### config.mk
export PLATFORM = sky130hd
export DESIGN_NAME = sost_ram
export DESIGN_NICKNAME = d
export VERILOG_FILES = /design/src/design/second_order_state_transition_top_macros.svh /design/src/design/sost_ram.sv
export SDC_FILE = /design/constraint.sdc
export NUM_CORES = 1
export LEC_CHECK = 0
export BUFFER_PORTS_ARGS = -buffer_cell sky130_fd_sc_hd__buf_2
export CAP_MARGIN = 20
export CORE_MARGIN = 3
export CORE_UTILIZATION = 58
export CTS_CLUSTER_DIAMETER = 30
export DETAILED_ROUTE_END_ITERATION = 6
export PLACE_DENSITY = 0.75
export REMOVE_ABC_BUFFERS = 1
export SKIP_LAST_GASP = 1
export SYNTH_ARGS = -nofsm -noshare
export SYNTH_HDL_FRONTEND = slang
export SYNTH_SLANG_ARGS = --single-unit
### constraint.sdc
create_clock -name clk -period 5.1 [get_ports clk]
set_clock_uncertainty 0.15 [all_clocks]
set_input_delay 1.275 -clock clk [delete_from_list [all_inputs] [get_ports clk]]
set_output_delay 1.275 -clock clk [all_outputs]
set_load 0.005 [all_outputs]
### src/design/second_order_state_transition_top_macros.svh
// assertion macros for the second order state transition block
`ifndef SECOND_ORDER_STATE_TRANSITION_TOP_MACROS_SVH
`define SECOND_ORDER_STATE_TRANSITION_TOP_MACROS_SVH
// property checked on every rising clock edge outside reset
`define SOST_ASSERT(label, prop, msg) \
  label: assert property (@(posedge clk) disable iff (!rst_n) (prop)) else $error(msg);
// property checked on every edge, also during reset
`define SOST_ASSERT_ALWAYS(label, prop, msg) \
  label: assert property (@(posedge clk) (prop)) else $error(msg);
`endif

### src/design/sost_ram.sv
// generic single-port write, single-port read ram with registered read
`timescale 1ns / 1ps
module sost_ram #(
  parameter int W = 32,
  parameter int D = 16
) (
  input  logic                 clk,
  input  logic                 we,
  input  logic [$clog2(D)-1:0] waddr,
  input  logic [W-1:0]         wdata,
  input  logic [$clog2(D)-1:0] raddr,
  output logic [W-1:0]         rdata
);
  logic [W-1:0] mem [D];
  always_ff @(posedge clk) begin
    if (we) mem[waddr] <= wdata;
    rdata <= mem[raddr];
  end
endmodule

==> flow_summary.yaml, run 1 <==
run_status:
  status: "complete, no violations"
critical_path:
  critPathLaunchType: "primary input"
  crit_type: "primary input to flip-flop"
  category_of_the_worst_setup_path_capture_point: "flip-flop"
  timing.critical_path.required_ns: 5.21
  reg2reg_setup_slack_ns: 3.44
  crit_arrival_ns: 2.96
  reg2reg_depth: 3
  worstPathMaxFanout: 21
  r2r_start: "mem[3][21]$_DFFE_PP_"
  timing.rr.end: "rdata[21]$_DFF_P_"
die:
  floorplan_die_width_um: 191
  die_height_um: 191
  top_level_ports: 74
  die-area_sq_um: 36500
  floorplan.initialDensity_pct: 59.1
  placementRows: 67
  placeableCoreArea_sq_um: 33600
clock_network:
  cts_hold_buf: 0
  cts_htree_levels: 3
  clk_latency_ns: 0.59
  cts_setup_buffers: 0
  clock-root-buffer: "sky130_fd_sc_hd__clkbuf_16"
  cts_repair_resize_count: 0
  cts-buffers-inserted: 89
  clk_pin_slew_ns: 0.05
  cts_num_sinks: 544
  cts_tree: "built"
  max-clock-path-buffers: 3
power_and_ir_drop:
  vdd_ir_drop_max_mv: 0.351
  flop_pwr_share_pct: 44.3
  finalPower_uw: 11400
  power_switching_uw: 2420
  power.share.clock_pct: 51.9
  power_leakage_uw: 0.00792
  power_switching_share_pct: 21.2
  internal-power_uw: 8970
  p_comb_share_pct: 3.8
  power.density_cell_area_nw_per_um2: 474
finish:
  postLayoutCoreUtil_pct: 71.4
  layout.nets: 1027
  layout-area-overhead-vs-synth_pct: 21.0
  final.fill_count: 1862
  post_route_cells_drive_above_1_share_pct: 37.4
  final_cell_area_sq_um: 24000
timing:
  final_max_slew_viol_count: 0
  max_slew_margin_vs_limit_pct: 28.4
  worst_slew_pin_slew_ns: 1.07
  timing.final.hold_violations: 0
  layout_worst_path_cycle_share_pct: 55.8
  grt_setup_unrepaired: "false"
  setup_viol: 0
  setup_slack_ns: 2.25
  fmax_ghz: 0.351
  timing.final.crit_period_ns: 2.85
  setup-tns-final_ns: 0
route:
  route.antenna.remaining_nets: 0
  drt-vias-per-instance: 6.25
  finalWirelength_um: 43000
  route.vias.total: 9443
  drc_errors: 0
  route.detailed.wl_per_inst_um: 28.5
  violation_count_after_the_first_detailed_routing_iteration: 845
  drt_pre_antenna_iters: 5
placement:
  numPortBuffers: 73
  gp_routability_congestion: 0.736
  postPlaceCellArea_sq_um: 20900
  detailedPlacementHpwl_um: 20600
  pre_cts_slack_ns: 1.65
grt:
  largest_net_degree_at_the_start_of_global_routing: 51
  grt_antenna_before_repair: 1
  grt_util_all_layers_pct: 24.3
  global_route_wire_length_before_repair_um: 64600
  grt_remaining_overflow: 0
  vias_in_the_first_global_route: 10200
worst_hold_path:
  worst_hold_path.endpoint: "rdata[14]$_DFF_P_"
  min-delay-path-class: "flip-flop to flip-flop"
  min_delay_src: "mem[14][14]$_DFFE_PP_"
  hold_path_depth: 3
synth:
  synth_area_per_cell_sq_um: 23.7
  synth_cell_types: 18
  synthesis.area_sq_um: 19900
  ys_ff_latch: 544
  syn_inst: 838
  synth_seq_area_share_pct: 80.7
  ys.warnings.count: 0
job:
  maxCapViolCount: 0
-- state kept, by name, summed over array words and instances (netlist names) --
register	cells
mem	512
rdata	32
-- cell families (layout without fill, tap and decap cells) --
kind of cell           Yosys count  count (layout)  share of synthesized area [%]
AND/OR/NAND/NOR                 59              59                           1.27
buffers and inverters           43             266                           1.12
other                            0               1                              0
multiplexers                   128             128                           14.5
AO/OA/AOI/OAI                   64              64                           2.42
flip-flops                     544             544                           80.7
-- layout make-up --
cell class | count | area (sq um) | area share [%]
antenna | 1 | 2.50 | 0.0104
clock buffer | 102 | 2330 | 9.69
clock inverter | 65 | 692 | 2.88
multi-input combinational | 251 | 3750 | 15.6
sequential | 544 | 16000 | 66.7
tap | 448 | 561 | 2.33
timing repair buffer | 99 | 667 | 2.78
-- metal layers --
layer  track usage, %  part of all wire, %  vias up  wire length (um)
li1                 -                    -     3909                 -
met4             9.54                  3.4        0              1470
met2             39.8                   52      425             22300
met5                0                    0        -                 0
met1             32.8                   38     5010             16400
met3             4.93                  6.6       99              2850
-- cells in the mapped netlist (all sizes together) --
library cell  count  share of area (%)
a22oi            64                2.4
nand2b            2              0.063
edfxtp          512                 77
dfxtp            32                3.2
clkbuf           17               0.32
nand2            33               0.62
nor2b             2              0.063
or3b              1              0.044
mux4            128                 15
and2              1              0.032
nand3             1              0.025
nand3b            2              0.076
nor3              4               0.10
nor2             13               0.25
buf              26               0.80
-- how the worst max path moves through the flow --
| stage | slack [ns] | end | startpoint |
|---|---|---|---|
| finish | 2.25 | mem[7][31]$_DFFE_PP_ | waddr[3] |
| global route | 2.19 | mem[10][19]$_DFFE_PP_ | waddr[2] |
| CTS | 2.25 | mem[14][19]$_DFFE_PP_ | waddr[0] |
| detailed placement | 1.65 | mem[1][23]$_DFFE_PP_ | waddr[2] |
| global placement | 1.66 | mem[1][23]$_DFFE_PP_ | waddr[2] |
| floorplan | 0.50 | mem[0][0]$_DFFE_PP_ | waddr[2] |
-- stage by stage --
step | hold slack [ns] | std cells
after detailed placement | 0.506 | 1338
after global placement | 0.499 | 1338
final | 0.518 | 1510
after global routing | 0.550 | 1510
after CTS | 0.527 | 1505
after floorplan | 0.485 | 795
-- worst max-delay path, stage by stage --
cell and delay [ns]:
sky130_fd_sc_hd__buf_2 0.12, sky130_fd_sc_hd__nand3b_1 0.37, sky130_fd_sc_hd__nor2_4 0.81, sky130_fd_sc_hd__buf_4 0.38
-- power by group through the flow --
stage / clock, uW / combinational [uW] / sequential, uW
3_3_place_gp: 0 / 419 / 5120
4_1_cts: 5980 / 437 / 5040
2_1_floorplan: 0 / 192 / 5120
5_1_grt: 6180 / 473 / 5050
3_5_place_dp: 0 / 428 / 5120
6_report: 5900 / 438 / 5040
-- cell usage in the layout, fill, tap and decap left out, types with 2 or more instances in the layout --
master,netlist,layout
sky130_fd_sc_hd__nand2b_1,2,2
sky130_fd_sc_hd__clkinvlp_4,0,15
sky130_fd_sc_hd__a22oi_1,64,64
sky130_fd_sc_hd__nor2_4,0,13
sky130_fd_sc_hd__buf_2,4,71
sky130_fd_sc_hd__nor2b_4,0,2
sky130_fd_sc_hd__clkinv_4,0,6
sky130_fd_sc_hd__nand3b_1,2,2
sky130_fd_sc_hd__inv_6,0,10
sky130_fd_sc_hd__clkbuf_8,0,4
sky130_fd_sc_hd__mux4_2,128,128
sky130_fd_sc_hd__clkbuf_16,0,90
sky130_fd_sc_hd__dfxtp_1,32,32
sky130_fd_sc_hd__clkinv_2,0,11
sky130_fd_sc_hd__edfxtp_1,512,512
sky130_fd_sc_hd__nand2_1,33,33
sky130_fd_sc_hd__bufinv_16,0,9
sky130_fd_sc_hd__nor3_2,0,4
sky130_fd_sc_hd__buf_12,0,6
sky130_fd_sc_hd__clkbuf_1,17,9
sky130_fd_sc_hd__clkinv_8,0,3
sky130_fd_sc_hd__buf_4,11,20
sky130_fd_sc_hd__clkinv_1,0,9
Power figures use the tool's default switching activity.
==> inputs of run 2 (changes only) <==
Settings changed: CORE_UTILIZATION 58 to 55.
Clock period 5.1 ns to 2.6 ns, I/O delays scaled along.
==> flow_summary.yaml, run 2 (synthesis results as in run 1) <==
run_status:
  status: "complete, no violations"
grt:
  largest_net_degree_at_the_start_of_global_routing: 47
  global_route_wire_length_before_repair_um: 65900
  grt_antenna_before_repair: 4
  grt_util_all_layers_pct: 23.2
  vias_in_the_first_global_route: 10500
  grt_remaining_overflow: 0
critical_path:
  cp_cell_sequence: "buf_2"
  category_of_the_worst_setup_path_capture_point: "output pin"
  r2r_start: "mem[3][28]$_DFFE_PP_"
  worst-path-buf-inv: 1
  critical_path.top_delay_family: "flip-flops"
  beginning_of_the_critical_path: "rdata[11]$_DFF_P_"
  critPathLaunchType: "flip-flop"
  timing.critical_path.slowest_stage_cell: "sky130_fd_sc_hd__dfxtp_1"
  crit_arrival_ns: 1.12
  timing.critical_path.required_ns: 1.80
  crit_type: "flip-flop to output pin"
  worstPathMaxFanout: 1
  worst_path_largest_cell_delay_ns: 0.39
route:
  finalWirelength_um: 43300
  drt_pre_antenna_iters: 5
  drt-vias-per-instance: 6.30
  violation_count_after_the_first_detailed_routing_iteration: 1126
  route.detailed.wl_per_inst_um: 28.4
  route.antenna.remaining_nets: 0
  drc_errors: 0
  route.vias.total: 9616
die:
  placeableCoreArea_sq_um: 35100
  die-area_sq_um: 38400
  die_height_um: 196
  placementRows: 68
  floorplan.initialDensity_pct: 56.6
  top_level_ports: 74
  floorplan_die_width_um: 196
clock_network:
  cts-buffers-inserted: 91
  cts_num_sinks: 544
  cts_hold_buf: 0
  cts_htree_levels: 3
  max-clock-path-buffers: 3
  cts_setup_buffers: 0
  clock-root-buffer: "sky130_fd_sc_hd__clkbuf_16"
  cts_repair_resize_count: 0
  clk_pin_slew_ns: 0.05
  cts_tree: "built"
  clk_latency_ns: 0.59
timing:
  max_slew_margin_vs_limit_pct: 30.3
  fmax_ghz: 0.521
  worst_slew_pin_slew_ns: 1.05
  timing.final.crit_period_ns: 1.92
  layout_worst_path_cycle_share_pct: 73.9
  setup_viol: 0
  fin_hold_ws_ns: 0.281
  final_max_slew_viol_count: 0
  timing.final.hold_violations: 0
  grt_setup_unrepaired: "false"
worst_hold_path:
  min-delay-path-class: "primary input to flip-flop"
  min_delay_src: "wdata[12]"
placement:
  placedCellCount: 1352
  numPortBuffers: 73
  detailedPlacementHpwl_um: 19200
  gp_routability_congestion: 0.696
finish:
  final.fill_count: 2013
  reg_area_sq_um: 16000
  final_cell_count_no_fill: 1526
  multi_input_comb_area_sq_um: 3750
  biggestRegsByFlops: "mem: 512 flops, rdata: 32 flops"
  final_common_cell: "sky130_fd_sc_hd__edfxtp_1"
  mostFrequentLayoutCells: "sky130_fd_sc_hd__edfxtp_1, sky130_fd_sc_hd__mux4_2, sky130_fd_sc_hd__clkbuf_16, sky130_fd_sc_hd__buf_2, sky130_fd_sc_hd__a22oi_1"
  layout.nets: 1032
  largest_register: "mem"
  layout-area-overhead-vs-synth_pct: 23.5
  largest_register_ff_count: 512
  post_route_cells_drive_above_1_share_pct: 37.9
power_and_ir_drop:
  vdd_ir_drop_max_mv: 0.619
  power_leakage_uw: 0.00815
  power.density_cell_area_nw_per_um2: 953
job:
  maxCapViolCount: 0
run 2: per-layer routing:
layer	GRT usage, %	wire length, um	vias up
met5	0	13	-
met3	4.00	2910	109
met1	32.9	17600	5151
met2	37.0	21600	443
met4	9.19	1180	2
li1	-	-	3911
run 2: metrics by stage:
step	cell area [sq um]	utilization (%)	worst slack, ns	setup TNS (ns)	total power (uW)
6_report	24500	69.9	0.679	0	23400
5_1_grt	24500	69.9	0.645	0	23900
4_1_cts	24500	69.9	0.650	0	23500
3_5_place_dp	21200	60.6	0.242	0	10900
3_3_place_gp	21200	60.6	0.260	0	10900
2_1_floorplan	19600	-	-1.38	-246.33	10400
run 2: power by group:
part	internal, uW	total [uW]	switching, uW
clock	8350	12600	4250
sequential	9820	9890	71.7
combinational	377	873	496
run 2: final cells by class:
type	instances	area share, %
clock inverters	59	3.36
well taps	455	2.32
diodes	3	0.0306
clock buffers	112	9.98
multi-input cells	251	15.3
flip-flops and latches	544	65.3
repair buffers	102	3.70
run 2: path summary, 6_finish.rpt:
check                               end  slack, ns  cells after the start
setup / recovery              rdata[11]       0.68                      1
hold reg to reg       rdata[18]$_DFF_P_       0.50                      3
hold / removal    mem[14][12]$_DFFE_PP_       0.28                      1
setup reg to reg      rdata[28]$_DFF_P_       1.10                      3
